<file path="src/design/u8u16_pkg.sv">
// ----------------------------------------------------------------------------
// u8u16_pkg
// Shared constants and types for the UTF-8 to 16-bit code unit decoder.
// ----------------------------------------------------------------------------
package u8u16_pkg;

  localparam logic [7:0] ASCII_LIMIT   = 8'h80;
  localparam logic [7:0] THREE_BYTE_AT = 8'hE0;
  localparam logic [7:0] LEAD2_MASK    = 8'h1F;
  localparam logic [7:0] LEAD3_MASK    = 8'h0F;
  localparam logic [7:0] CONT_MASK     = 8'h3F;

  localparam logic [1:0] PEND_NONE = 2'd0;
  localparam logic [1:0] PEND_ONE  = 2'd1;
  localparam logic [1:0] PEND_TWO  = 2'd2;

  typedef struct packed {
    logic [1:0]  pending;
    logic [15:0] partial;
  } dec_state_t;

  typedef struct packed {
    logic        valid;
    logic [15:0] code_unit;
    logic        incomplete;
    logic        last_result;
  } dec_result_t;

endpackage

</file>
<file path="src/design/u8u16_dec_core.sv">
// ----------------------------------------------------------------------------
// u8u16_dec_core
// Next-state and result logic for one UTF-8 byte against the current state.
// ----------------------------------------------------------------------------
module u8u16_dec_core (
  input  logic [7:0]             in_byte_i,
  input  logic                   string_end_i,
  input  u8u16_pkg::dec_state_t  state_i,
  output u8u16_pkg::dec_state_t  state_o,
  output u8u16_pkg::dec_result_t result_o
);

  logic [15:0] shifted;
  logic [7:0]  cont_bits;

  assign cont_bits = in_byte_i & u8u16_pkg::CONT_MASK;
  assign shifted   = {state_i.partial[9:0], cont_bits[5:0]};

  always_comb begin
    state_o  = state_i;
    result_o = '0;
    if (state_i.pending == u8u16_pkg::PEND_NONE) begin
      if (in_byte_i < u8u16_pkg::ASCII_LIMIT) begin
        result_o.valid       = 1'b1;
        result_o.code_unit   = {8'h00, in_byte_i};
        result_o.last_result = string_end_i;
      end else if (in_byte_i < u8u16_pkg::THREE_BYTE_AT) begin
        state_o.partial = {8'h00, in_byte_i & u8u16_pkg::LEAD2_MASK};
        state_o.pending = u8u16_pkg::PEND_ONE;
      end else begin
        state_o.partial = {8'h00, in_byte_i & u8u16_pkg::LEAD3_MASK};
        state_o.pending = u8u16_pkg::PEND_TWO;
      end
    end else begin
      state_o.pending = state_i.pending - 2'd1;
      state_o.partial = shifted;
      if (state_o.pending == u8u16_pkg::PEND_NONE) begin
        state_o.partial      = '0;
        result_o.valid       = 1'b1;
        result_o.code_unit   = shifted;
        result_o.last_result = string_end_i;
      end
    end
    // string ended inside a sequence
    if (!result_o.valid && string_end_i) begin
      state_o              = '0;
      result_o.valid       = 1'b1;
      result_o.code_unit   = '0;
      result_o.incomplete  = 1'b1;
      result_o.last_result = 1'b1;
    end
  end

endmodule

</file>
<file path="src/design/utf8_to_utf16_stream_decoder_unit.sv">
// ----------------------------------------------------------------------------
// utf8_to_utf16_stream_decoder_unit
// Streaming UTF-8 byte to 16-bit code unit decoder.
//
// The input channel (in_valid_i / in_stall_o) carries one byte per
// transaction with string_end_i marking the final byte of a string.
// The output channel (out_valid_o / out_stall_i) carries one code unit per
// completed sequence, with last_result_o on the final result of a string
// and incomplete_o (code unit zero) when a string ends mid-sequence.
// Continuation bytes inside a sequence give no output transaction.
// A byte is taken into an input register, decoded against the sequence
// state combinationally and written to the result register, which drives
// the output. One byte is accepted per cycle while in_stall_o is low; the
// sequence state and result register are the only loop.
// When the receiver stalls, the result register holds its transaction; a
// byte that yields no result still moves on, and in_stall_o rises only when
// the input register holds a result-producing byte that cannot move.
// Reset clears both valid flags and the sequence state.
// ----------------------------------------------------------------------------
module utf8_to_utf16_stream_decoder_unit (
  input  logic        clk_i,
  input  logic        rst_ni,
  input  logic        in_valid_i,
  output logic        in_stall_o,
  input  logic [7:0]  in_byte_i,
  input  logic        string_end_i,
  output logic        out_valid_o,
  input  logic        out_stall_i,
  output logic [15:0] code_unit_o,
  output logic        incomplete_o,
  output logic        last_result_o
);

  logic                   in_valid_q;
  logic [7:0]             byte_q;
  logic                   end_q;
  u8u16_pkg::dec_state_t  state_q, state_d;
  u8u16_pkg::dec_result_t res;
  logic                   out_valid_q;
  logic [15:0]            code_unit_q;
  logic                   incomplete_q;
  logic                   last_q;
  logic                   out_free;
  logic                   advance;

  u8u16_dec_core u_core (
    .in_byte_i    (byte_q),
    .string_end_i (end_q),
    .state_i      (state_q),
    .state_o      (state_d),
    .result_o     (res)
  );

  assign out_free   = !out_valid_q || !out_stall_i;
  assign advance    = in_valid_q && (!res.valid || out_free);
  assign in_stall_o = in_valid_q && !advance;

  always_ff @(posedge clk_i or negedge rst_ni) begin
    if (!rst_ni) begin
      in_valid_q  <= 1'b0;
      out_valid_q <= 1'b0;
      state_q     <= '0;
    end else begin
      if (!in_stall_o) begin
        in_valid_q <= in_valid_i;
      end
      if (advance) begin
        state_q <= state_d;
      end
      if (out_free) begin
        out_valid_q <= advance && res.valid;
      end
    end
  end

  always_ff @(posedge clk_i) begin
    if (in_valid_i && !in_stall_o) begin
      byte_q <= in_byte_i;
      end_q  <= string_end_i;
    end
    if (advance && res.valid) begin
      code_unit_q  <= res.code_unit;
      incomplete_q <= res.incomplete;
      last_q       <= res.last_result;
    end
  end

  assign out_valid_o   = out_valid_q;
  assign code_unit_o   = code_unit_q;
  assign incomplete_o  = incomplete_q;
  assign last_result_o = last_q;

  a_incomplete_fmt : assert property (@(posedge clk_i) disable iff (!rst_ni)
    out_valid_q && incomplete_q |-> code_unit_q == 16'h0000 && last_q)
    else $error("incomplete result not zero or not last");

  a_pending_range : assert property (@(posedge clk_i) disable iff (!rst_ni)
    state_q.pending != 2'd3)
    else $error("pending count out of range");

  a_stall_needs_item : assert property (@(posedge clk_i) disable iff (!rst_ni)
    in_stall_o |-> in_valid_q && res.valid && out_valid_q && out_stall_i)
    else $error("input stalled without a blocked result");

  a_end_clears_state : assert property (@(posedge clk_i) disable iff (!rst_ni)
    advance && end_q |=> state_q.pending == u8u16_pkg::PEND_NONE)
    else $error("sequence state left open after string end");

endmodule

</file>
<file path="config.mk">
export PLATFORM = sky130hd
export DESIGN_NAME = utf8_to_utf16_stream_decoder_unit
export DESIGN_NICKNAME = d
export VERILOG_FILES = /design/src/design/u8u16_pkg.sv /design/src/design/u8u16_dec_core.sv /design/src/design/utf8_to_utf16_stream_decoder_unit.sv
export SDC_FILE = /design/constraint.sdc
export NUM_CORES = 1
export LEC_CHECK = 0
export BUFFER_PORTS_ARGS = -buffer_cell sky130_fd_sc_hd__buf_2
export CAP_MARGIN = 20
export CORE_MARGIN = 2
export CORE_UTILIZATION = 54
export CTS_CLUSTER_DIAMETER = 50
export CTS_CLUSTER_SIZE = 20
export DETAILED_ROUTE_END_ITERATION = 8
export MAX_ROUTING_LAYER = met4
export PLACE_DENSITY = 0.9
export SETUP_SLACK_MARGIN = 0.4
export SLEW_MARGIN = 20
export SYNTH_ARGS = -nofsm -noshare
export SYNTH_HDL_FRONTEND = slang
export SYNTH_SLANG_ARGS = --single-unit
</file>
<file path="constraint.sdc">
create_clock -name clk_i -period 3.2 [get_ports clk_i]
set_input_delay 0 -clock clk_i [delete_from_list [all_inputs] [get_ports clk_i]]
set_output_delay 0 -clock clk_i [all_outputs]
set_load 0.05 [all_outputs]
</file>
# --- After elaboration in Yosys (flattened, before gate mapping) ---
# Cells that the tools add are included.
totals:
  ff_bits: 41
  out_inout_bits: 20
op_classes:
  addsub: 1
  magnitude_cmp: 2
  eq_ne: 1
  muxes: 12
  n_reduce_logical: 16
op_table:
  columns: ["op", "n"]
  rows:
  - ["two-way mux 18 bit", 4]
  - ["two-way mux 17 bit", 3]
  - ["two-way mux 19 bit", 1]
  - ["< comparator 8 bit, second input constant", 2]
  - ["two-way mux 16 bit", 1]
  - ["logical NOT 1 bit", 6]
  - ["logical AND 1 bit", 5]
  - ["logical NOT 2 bit", 2]
  - ["two-way mux 1 bit", 3]
  - ["!= test 3 bit, second input constant", 1]
  - ["logical OR 1 bit", 2]
  - ["AND reduction 2 bit", 1]
  - ["subtractor 2 x 1 -> 2 bit, second input constant", 1]

# --- Depth between registers and ports, before layout ---
# Gate-level depths: netlist of the first run.
logic_depth:
  ltp_word: 14
  mapped_depth: 5

# --- Cells and area by module ---
# From an unflattened synthesis of the first run, not the netlist that was laid out.
unflattened:
  cells_unflattened: 204
  hier_area_um2: 2339.7
by_module_without_submodules:
  columns: ["module", "instances", "cells_each", "area_each_um2", "seq_area_each_um2"]
  rows:
  - ["utf8_to_utf16_stream_decoder_unit", 1, 140, 1903.1, 1311.3]
  - ["u8u16_dec_core", 1, 64, 436.7, 0.0]

# --- Worst setup path before layout of the first run ---
# No wires, ideal clock.
synth_path:
  kind: "reg-to-reg"
  from: "reg state_q[16] (netlist name)"
  to: "reg code_unit_q[0], in the netlist code_unit_o[0], enable pin"
  t_arrival_ps: 1998
  slack_ps: 807
  path_stages_with_launch: 5
  period_less_slack_ps: 2393
  path_cell_list: "dfrtp_1 -> buf_6 -> or3b_4 -> a31o_4 -> nor2b_1"
synth_between:
  elab_chain_len: 11
  elab_cells_between_ends: 12
  cone_classes: "add/sub: 1; mux: 3; reduce/logical: 8"
synth_rtl:
  columns: ["item", "line", "source"]
  rows:
  - ["from (decl)", "utf8_to_utf16_stream_decoder_unit.sv:37", "u8u16_pkg::dec_state_t state_q, state_d;"]
  - ["from (signal assigned)", "utf8_to_utf16_stream_decoder_unit.sv:68", "state_q <= state_d;"]
  - ["subtractor 2 x 1 -> 2 bit", "u8u16_dec_core.sv:35", "state_o.pending = state_i.pending - 2'd1;"]
  - ["logical NOT 2 bit", "u8u16_dec_core.sv:37", "if (state_o.pending == u8u16_pkg::PEND_NONE) begin"]
  - ["two-way mux 17 bit", "u8u16_dec_core.sv:37", null]
  - ["two-way mux 17 bit (*)", "u8u16_dec_core.sv:22", "if (state_i.pending == u8u16_pkg::PEND_NONE) begin"]
  - ["logical NOT 1 bit", "u8u16_dec_core.sv:45", "if (!result_o.valid && string_end_i) begin"]
  - ["logical AND 1 bit", "u8u16_dec_core.sv:45", null]
  - ["two-way mux 19 bit (*)", "u8u16_dec_core.sv:45", null]
  - ["logical NOT 1 bit", "utf8_to_utf16_stream_decoder_unit.sv:55", "assign advance = in_valid_q && (!res.valid || out_free);"]
  - ["logical OR 1 bit", "utf8_to_utf16_stream_decoder_unit.sv:55", null]
  - ["logical AND 1 bit", "utf8_to_utf16_stream_decoder_unit.sv:55", null]
  - ["logical AND 1 bit (*)", "utf8_to_utf16_stream_decoder_unit.sv:81", "if (advance && res.valid) begin"]
  - ["to (signal assigned)", "utf8_to_utf16_stream_decoder_unit.sv:82", "code_unit_q <= res.code_unit;"]
  - ["to (decl)", "utf8_to_utf16_stream_decoder_unit.sv:40", "logic [15:0] code_unit_q;"]
# Every way passes the cells marked *; elsewhere a longest branch is shown, timed or not.
# A chain may end at the register's enable or synchronous reset.

# --- Worst setup path in the final report of the first run ---
layout_path:
  from: "reg end_q"
  to: "reg code_unit_q[11], in the netlist code_unit_o[11], enable pin"
layout_between:
  elab_chain_len: 6
layout_rtl:
  columns: ["item", "line", "source"]
  rows:
  - ["from (decl)", "utf8_to_utf16_stream_decoder_unit.sv:36", "logic end_q;"]
  - ["from (signal assigned)", "utf8_to_utf16_stream_decoder_unit.sv:79", "end_q <= string_end_i;"]
  - ["logical AND 1 bit (*)", "u8u16_dec_core.sv:45", null]
  - ["two-way mux 19 bit (*)", "u8u16_dec_core.sv:45", null]
  - ["logical NOT 1 bit", "utf8_to_utf16_stream_decoder_unit.sv:55", null]
  - ["logical OR 1 bit", "utf8_to_utf16_stream_decoder_unit.sv:55", null]
  - ["logical AND 1 bit", "utf8_to_utf16_stream_decoder_unit.sv:55", null]
  - ["logical AND 1 bit (*)", "utf8_to_utf16_stream_decoder_unit.sv:81", null]
# Marked as above.

==> summary.md, run 1 <==
The run finished with clean final reports. The tools report the normalized max-slew margin as 67.8%. In this run, post-CTS repair resized a total of 0 instances. For the number of setup violations in the final report, the log shows 0.

The logs give 0 for the final hold violation count and 0 for the max-capacitance violation count. The final layout contains routed wiring with a total length of 2970 um. In this run the worst hold path is classified as in -> async. The synthesis-to-finish area growth was 19.4%. Worst-skew pair later-pin latency: 0.36 ns. For this run, asynchronously set or reset flops after synthesis account for 34.1%. The post-synthesis sequential area ratio is 67.0%, and the worst stage delay on the critical path is 0.54 ns. The die is 60.7 um wide. The number of detailed-routing iterations run before antenna repair is 4, and the final critical path time including I/O delays and setup is 1.93 ns.

The post-CTS repair timing setup buffer count was 0. TritonCTS built the clock tree. The required time of the worst setup path is 3.25 ns, and the total of buffers placed on input and output ports is 32. The run gives 0 as the number of remaining DRC errors.

The most used flip-flop cell after synthesis is sky130_fd_sc_hd__edfxtp_1. The tools report the cell at the root of the clock tree as sky130_fd_sc_hd__clkbuf_4. Synthesis produced a netlist with a net count of 136. Setup repair after global routing left no endpoint under its margin. The total overflow left after global routing is 0.

The first global-routing pass estimated 4950 um of wire. Counting cells, the worst reg-to-reg path comes to 4. The maximum level of the CTS H-tree came out at 2. The logs give 0 ns for the setup TNS and 0 for the final count of pins violating max slew. Timing would allow up to 517 MHz. In this run the cell area of the synthesized design comes to 1730 um2.

The tools report the sort of element at the end of the critical path as a flip-flop. The share of the clock period used by the worst path after layout works out to 60.4%. The tools report the DRC marker count from the first detailed-route iteration as 34. The layout has 236 filler cells. The tools report the number of global-route vias before repair as 1104. Once detail routing completed, the nets flagged for antenna violations numbered 0.

For this configuration, the core starts out at a cell density of 56.8%. The destination of the worst register-to-register timing path was code_unit_o[11]. For this run, global-route usage on met2 was measured as 32.6%. The setup check on the worst reg-to-reg path leaves a slack of 1.27 ns. After clock tree synthesis, the clock-pin slew on the worst setup and hold paths is 0.11 ns. The number of antenna violations at the first check in global routing came out at 0. The pin count of the biggest net entering global routing is 19, and the wire length per cell after detailed routing is 13.9 um.

The reg-to-reg critical path startpoint is end_q. The fraction of layout instances using a drive strength above 1 was 29.6%; the diode insertion count for antenna repair was 0. The largest individual stage delay along the critical path comes from the cell sky130_fd_sc_hd__edfxtp_1. STA classifies the critical path startpoint as a flip-flop. The tools report the met1 usage as 23.3%. The HPWL after detailed placement was 2040 um; the number of I/O pins was 33.

For the number of synthesis warnings, the log shows 0. In the routed layout, each cell is associated on average with a via count of 5.02. Of all nets on the critical path, the largest fanout is 18. The die is 60.7 um tall. Global routing used 20.1% of the available tracks across all layers. Summed over all cells, the static leakage comes to 0.000880 uW. The number of flops mapped to enable cells by yosys came out at 27.

In the final design database the tool counted 181 nets. The signal on the critical path passes through or3b_4, a31o_4, nor2b_1, buf_4. Synthesis handed over a netlist of 123 instances. In this run the most used layer during global routing was met2. The slew at the pin with the worst max-slew slack came out at 0.483 ns. Area of the placeable core: 3050 um2. The clock net in this run drives a total of 41 sinks. The critical path class was reg -> reg. The number of vias after detailed routing is 1070, and the average cell area after synthesis is 14.1 um2. The run gives 0.365 mV as the peak supply drop. The run gives 0.886 as the final estimated routing congestion in global placement. The number of hold buffers added after CTS was 11. The largest buffer count on any clock path is 2. Number of distinct standard cells referenced by the synthesized netlist: 32. The flip-flop and latch count after synthesis came out at 41. The die covers 3680 um2. At the end of the flow the core is filled with cells to 67.8%. For met3 alone, demand over resource in global routing was 4.48%. The logs give 20 for the number of placement rows and 1.98 ns for the endpoint arrival time on the critical path. The clock arrives with 0.00633 ns of skew. The ratio of total power to cell area is 614 nW/um2, and the total CTS buffers is 5.
stage by stage:
stage | total power [uW] | hold slack [ns] | setup WS, ns | area, um2 | cells
floorplan | 964 | -0.296 | 0.807 | 1730 | 123
global placement | 1010 | -0.101 | 1.34 | 1910 | 194
detailed placement | 1030 | -0.0865 | 1.29 | 1910 | 194
CTS | 1270 | 0.0485 | 1.27 | 2070 | 213
global route | 1330 | 0.0778 | 1.17 | 2070 | 213
finish | 1270 | 0.0572 | 1.27 | 2070 | 213
routing by layer:
layer	share of wire, %	vias up
li1	-	510
met1	42	518
met2	51	34
met3	4.8	8
met4	2.3	0
met5	0	-
worst max path at each step:
stage / from / to / slack, ns / cells past startpoint
final: end_q / code_unit_o[11] / 1.27 / 4
after global routing: end_q / code_unit_o[11] / 1.17 / 4
after CTS: end_q / code_unit_o[6] / 1.27 / 4
after detailed placement: end_q / code_unit_o[1] / 1.29 / 4
after global placement: end_q / code_unit_o[7] / 1.34 / 4
after floorplan: state_q[16] / code_unit_o[0] / 0.81 / 4
placed cells by master, fill, tap and decap left out, types with 2 or more instances in the layout:
cell type                        n
sky130_fd_sc_hd__o21ai_0         3
sky130_fd_sc_hd__nand2_1         7
sky130_fd_sc_hd__clkbuf_4        5
sky130_fd_sc_hd__dlygate4sd3_1  11
sky130_fd_sc_hd__dfrtp_1        14
sky130_fd_sc_hd__mux2i_1         7
sky130_fd_sc_hd__mux2_4          5
sky130_fd_sc_hd__and3_1          4
sky130_fd_sc_hd__clkbuf_1        2
sky130_fd_sc_hd__nor2b_1         3
sky130_fd_sc_hd__nor2_1          9
sky130_fd_sc_hd__inv_1           9
sky130_fd_sc_hd__buf_2          32
sky130_fd_sc_hd__and2_1         11
sky130_fd_sc_hd__edfxtp_1       27
cell families after synthesis:
logic type / Yosys count / share of synthesized area [%]
AND/OR/NAND/NOR: 43 / 14.1
flip-flops: 41 / 67.0
AO/OA/AOI/OAI: 12 / 5.99
buffers and inverters: 15 / 4.62
multiplexers: 12 / 8.37
critical path, delay by kind of cell, from the launching register on:
kind / cells / cell delay (ns)
buffers and inverters: 1 / 0.26
DFF: 1 / 0.54
AOI/OAI and AO/OA: 1 / 0.26
and+or+nand+nor: 2 / 0.56
sequential cells by signal (all words and copies together) (netlist names):
name and flops:
out_valid_o 1, end_q 1, state_q 12, in_valid_q 1, incomplete_o 1, last_result_o 1
byte_q 8, code_unit_o 16
layout make-up:
type / instances / area, um2 / area share (%)
clock buffer: 7 / 45.0 / 2.18
tap: 44 / 55.1 / 2.66
inverter: 9 / 33.8 / 1.63
multi-input combinational: 67 / 493 / 23.8
timing repair buffer: 44 / 278 / 13.4
sequential: 41 / 1160 / 56.1
clock inverter: 1 / 5.00 / 0.242
power by group:
group          internal [uW]  switching [uW]  total, uW
Combinational            117             214        331
Sequential               650            45.3        695
Clock                   85.6             159        244
synth_stat cells (3+ instances only):
| library cell | instances | area (um2) |
|---|---|---|
| sky130_fd_sc_hd__clkbuf_1 | 4 | 15.0 |
| sky130_fd_sc_hd__nor2b_1 | 3 | 18.8 |
| sky130_fd_sc_hd__and2_1 | 11 | 68.8 |
| sky130_fd_sc_hd__nor2_1 | 9 | 33.8 |
| sky130_fd_sc_hd__edfxtp_1 | 27 | 811 |
| sky130_fd_sc_hd__o21ai_0 | 3 | 15.0 |
| sky130_fd_sc_hd__and3_1 | 4 | 25.0 |
| sky130_fd_sc_hd__inv_1 | 9 | 33.8 |
| sky130_fd_sc_hd__nand2_1 | 7 | 26.3 |
| sky130_fd_sc_hd__mux2_4 | 5 | 75.1 |
| sky130_fd_sc_hd__mux2i_1 | 7 | 70.1 |
| sky130_fd_sc_hd__dfrtp_1 | 14 | 350 |
Power figures use the tool's default switching activity.
==> run 2: changes to the inputs <==
--- a/config.mk
+++ b/config.mk
@@ -8,12 +8,12 @@
 export BUFFER_PORTS_ARGS = -buffer_cell sky130_fd_sc_hd__buf_2
 export CAP_MARGIN = 20
 export CORE_MARGIN = 2
-export CORE_UTILIZATION = 54
+export CORE_UTILIZATION = 48
 export CTS_CLUSTER_DIAMETER = 50
 export CTS_CLUSTER_SIZE = 20
 export DETAILED_ROUTE_END_ITERATION = 8
 export MAX_ROUTING_LAYER = met4
-export PLACE_DENSITY = 0.9
+export PLACE_DENSITY = 0.85
 export SETUP_SLACK_MARGIN = 0.4
 export SLEW_MARGIN = 20
 export SYNTH_ARGS = -nofsm -noshare
==> constraint.sdc (replaced) <==
create_clock -name clk_i -period 1.74 [get_ports clk_i]
set_input_delay 0 -clock clk_i [delete_from_list [all_inputs] [get_ports clk_i]]
set_output_delay 0 -clock clk_i [all_outputs]
set_load 0.05 [all_outputs]
==> run 2 against run 1 <==
Compared with the run above:
- first-iteration DRC count is 26% lower
- sequential power is 83% higher
- flip-flop and latch count stayed put
- largest power group unchanged
- final cell count is 7.5% higher
- fmax is 15% higher
- sequential share of layout area is 4.4 points lower
- critical endpoint is now state_q[1]
==> summary.md, run 2 (same netlist as run 1, synthesis figures left out) <==
The clock transition at the registers of the reported paths came out at 0.11 ns. The cell at the root of the clock tree was sky130_fd_sc_hd__clkbuf_4. In this run the number of H-tree levels came out at 2.

The final hold violation count is 0, and the number of vias per cell after detailed routing is 4.93. Counting tap cells, the placed design contains a total of 201 instances. The final route contains 1129 vias. Entering global routing, the biggest net connects 19 pins. The library cell used most frequently in the layout, excluding fill and tap cells, is sky130_fd_sc_hd__buf_2. Of all nets on the critical path, the largest fanout is 10. TritonCTS built the clock tree. The logs give 0 for the number of remaining DRC errors and 257 for the count of fill cells added during filler insertion.

The final estimated routing congestion in global placement came out at 0.818. For this block, the initial DRC count from the detailed router was 25. In this run the core area contains 21 standard-cell rows.

IR analysis of the VDD net gives a maximum drop of 0.580 mV. 0 antenna diodes ended up in the layout. The net count of the finished layout is 195.

Sum of overflow across all layers after global routing: 0. The min-delay analysis places its worst path in the category in -> async. The residual antenna-violating net count after detailed routing was 0. Number of global-route vias before repair: 1116. Measured against its own limit, the worst slew margin works out to 74.9%. The final count of pins violating max slew is 0. Total CTS buffers: 5.

The total of buffers placed on input and output ports was 32. Hold is met by 0.0591 ns. The final critical path time including I/O delays and setup came out at 1.67 ns. The finished layout holds 229 standard cells, fillers aside. During I/O placement, the number of pins put on the boundary was 33. Setup repair after global routing could not meet its margin everywhere. The y dimension of the die works out to 64.1 um. The wire length per cell after detailed routing is 13.8 um. The critical path in this run is classified as reg -> reg. The run gives 0.000977 uW as the leakage power summed over all cells. STA classifies the critical path startpoint as a flip-flop. The logs give 0.00989 ns for the worst-case clock skew and 3160 um for the total routed wirelength. The number of antenna violations at the first check in global routing was 0.

The number of setup violations in the final report is 0. The clock reaches the later pin of the worst-skew pair after 0.36 ns. In the layout the commonest cells are 31 x sky130_fd_sc_hd__buf_2, 27 x sky130_fd_sc_hd__edfxtp_1, 13 x sky130_fd_sc_hd__dfrtp_1.

For the largest buffer count on any clock path, the log shows 2. The starting density of the core is 50.8%, and the number of flip-flops under the largest register name is 16. Detailed placement finished with a half-perimeter wire length of 2120 um. At the pin with the least slew margin, the transition time is 0.374 ns. Static timing analysis puts the maximum clock frequency at 597 MHz. Full die area: 4110 um2.

The worst setup path is captured at a flip-flop. The logs give 18.1% for the total routing resource utilization after global routing and 5200 um for the global-route wire length before repair. Data arrives at the worst endpoint at 1.93 ns. The run finished with clean final reports.

The number of detailed-routing iterations run before antenna repair came out at 4. The clock sink count is 41, and the ratio of total power to cell area is 1090 nW/um2. The synthesis-to-finish area growth is 29.7%, and the final core utilization is 65.8%.

The die is 64.1 um wide. The max-capacitance violation count is 0, and the share of the clock period used by the worst path after layout is 96.2%. The area of the placeable core is 3420 um2, and the fraction of layout instances using a drive strength above 1 is 38.8%. For the worst setup path, the data required time is 1.99 ns.
## run 2: changes by cell type in the layout (fill, tap and decap cells not counted), sizes merged
cell and change:
clkinv +1, clkbuf -1, buf +13, and2 +1
## run 2: final cells by class
type,count,area [um2],area share (%)
clock inverters,2,10.0,0.445
repair buffers,57,417,18.5
clock buffers,6,41.3,1.84
multi-input cells,68,527,23.4
inverters,9,33.8,1.50
well taps,46,57.6,2.56
flip-flops and latches,41,1160,51.7
## run 2: metal layers
metal	GRT usage [%]	part of all wire [%]
met5	-	0
met4	9.57	3.5
met3	4.40	5.8
met2	29.9	49
met1	20.4	41
## run 2: final timing paths
path	endpoint	slack, ns	cells past startpoint	from
max in group asynchronous	out_valid_o	1.42	2	rst_ni
max	state_q[1]	0.07	5	end_q
max reg2reg	state_q[1]	0.07	5	end_q
min reg2reg	out_valid_o	0.54	1	in_valid_q
min	state_q[17]	0.06	2	rst_ni
min in group clk_i	out_valid_o	0.09	3	out_stall_i
## run 2: per-stage QoR
step / cell area, um2 / setup slack [ns] / total power [uW] / setup TNS [ns]
after global placement: 1980 / 0.0830 / 1900 / 0
final: 2250 / 0.0656 / 2440 / 0
after global routing: 2250 / 0.0262 / 2550 / 0
after detailed placement: 1980 / 0.0282 / 1930 / 0
after CTS: 2220 / 0.0660 / 2430 / 0
after floorplan: 1750 / -0.100 / 1780 / -1.80
## run 2: repair_timing
action	in CTS	in global routing
buffers inserted	6	2
gates cloned	1	0
hold buffers	11	0
endpoints found under the hold margin	24	0
endpoints found under the setup margin	41	49
gates resized for setup	7	7
pin swaps	3	2
## run 2: power breakdown
group / leakage [uW] / internal (uW) / switching (uW) / total [uW]
Sequential: 0.000446 / 1200 / 72.7 / 1270
Combinational: 0.000498 / 299 / 434 / 733
Clock: 0.0000320 / 154 / 289 / 443
## run 2: worst max-delay path, cell delays in order, from the launching register on
cell                       delay, ns
sky130_fd_sc_hd__edfxtp_1       0.40
sky130_fd_sc_hd__buf_4          0.18
sky130_fd_sc_hd__or2b_4         0.28
sky130_fd_sc_hd__a31oi_4        0.28
sky130_fd_sc_hd__buf_4          0.17
sky130_fd_sc_hd__mux2_4         0.28
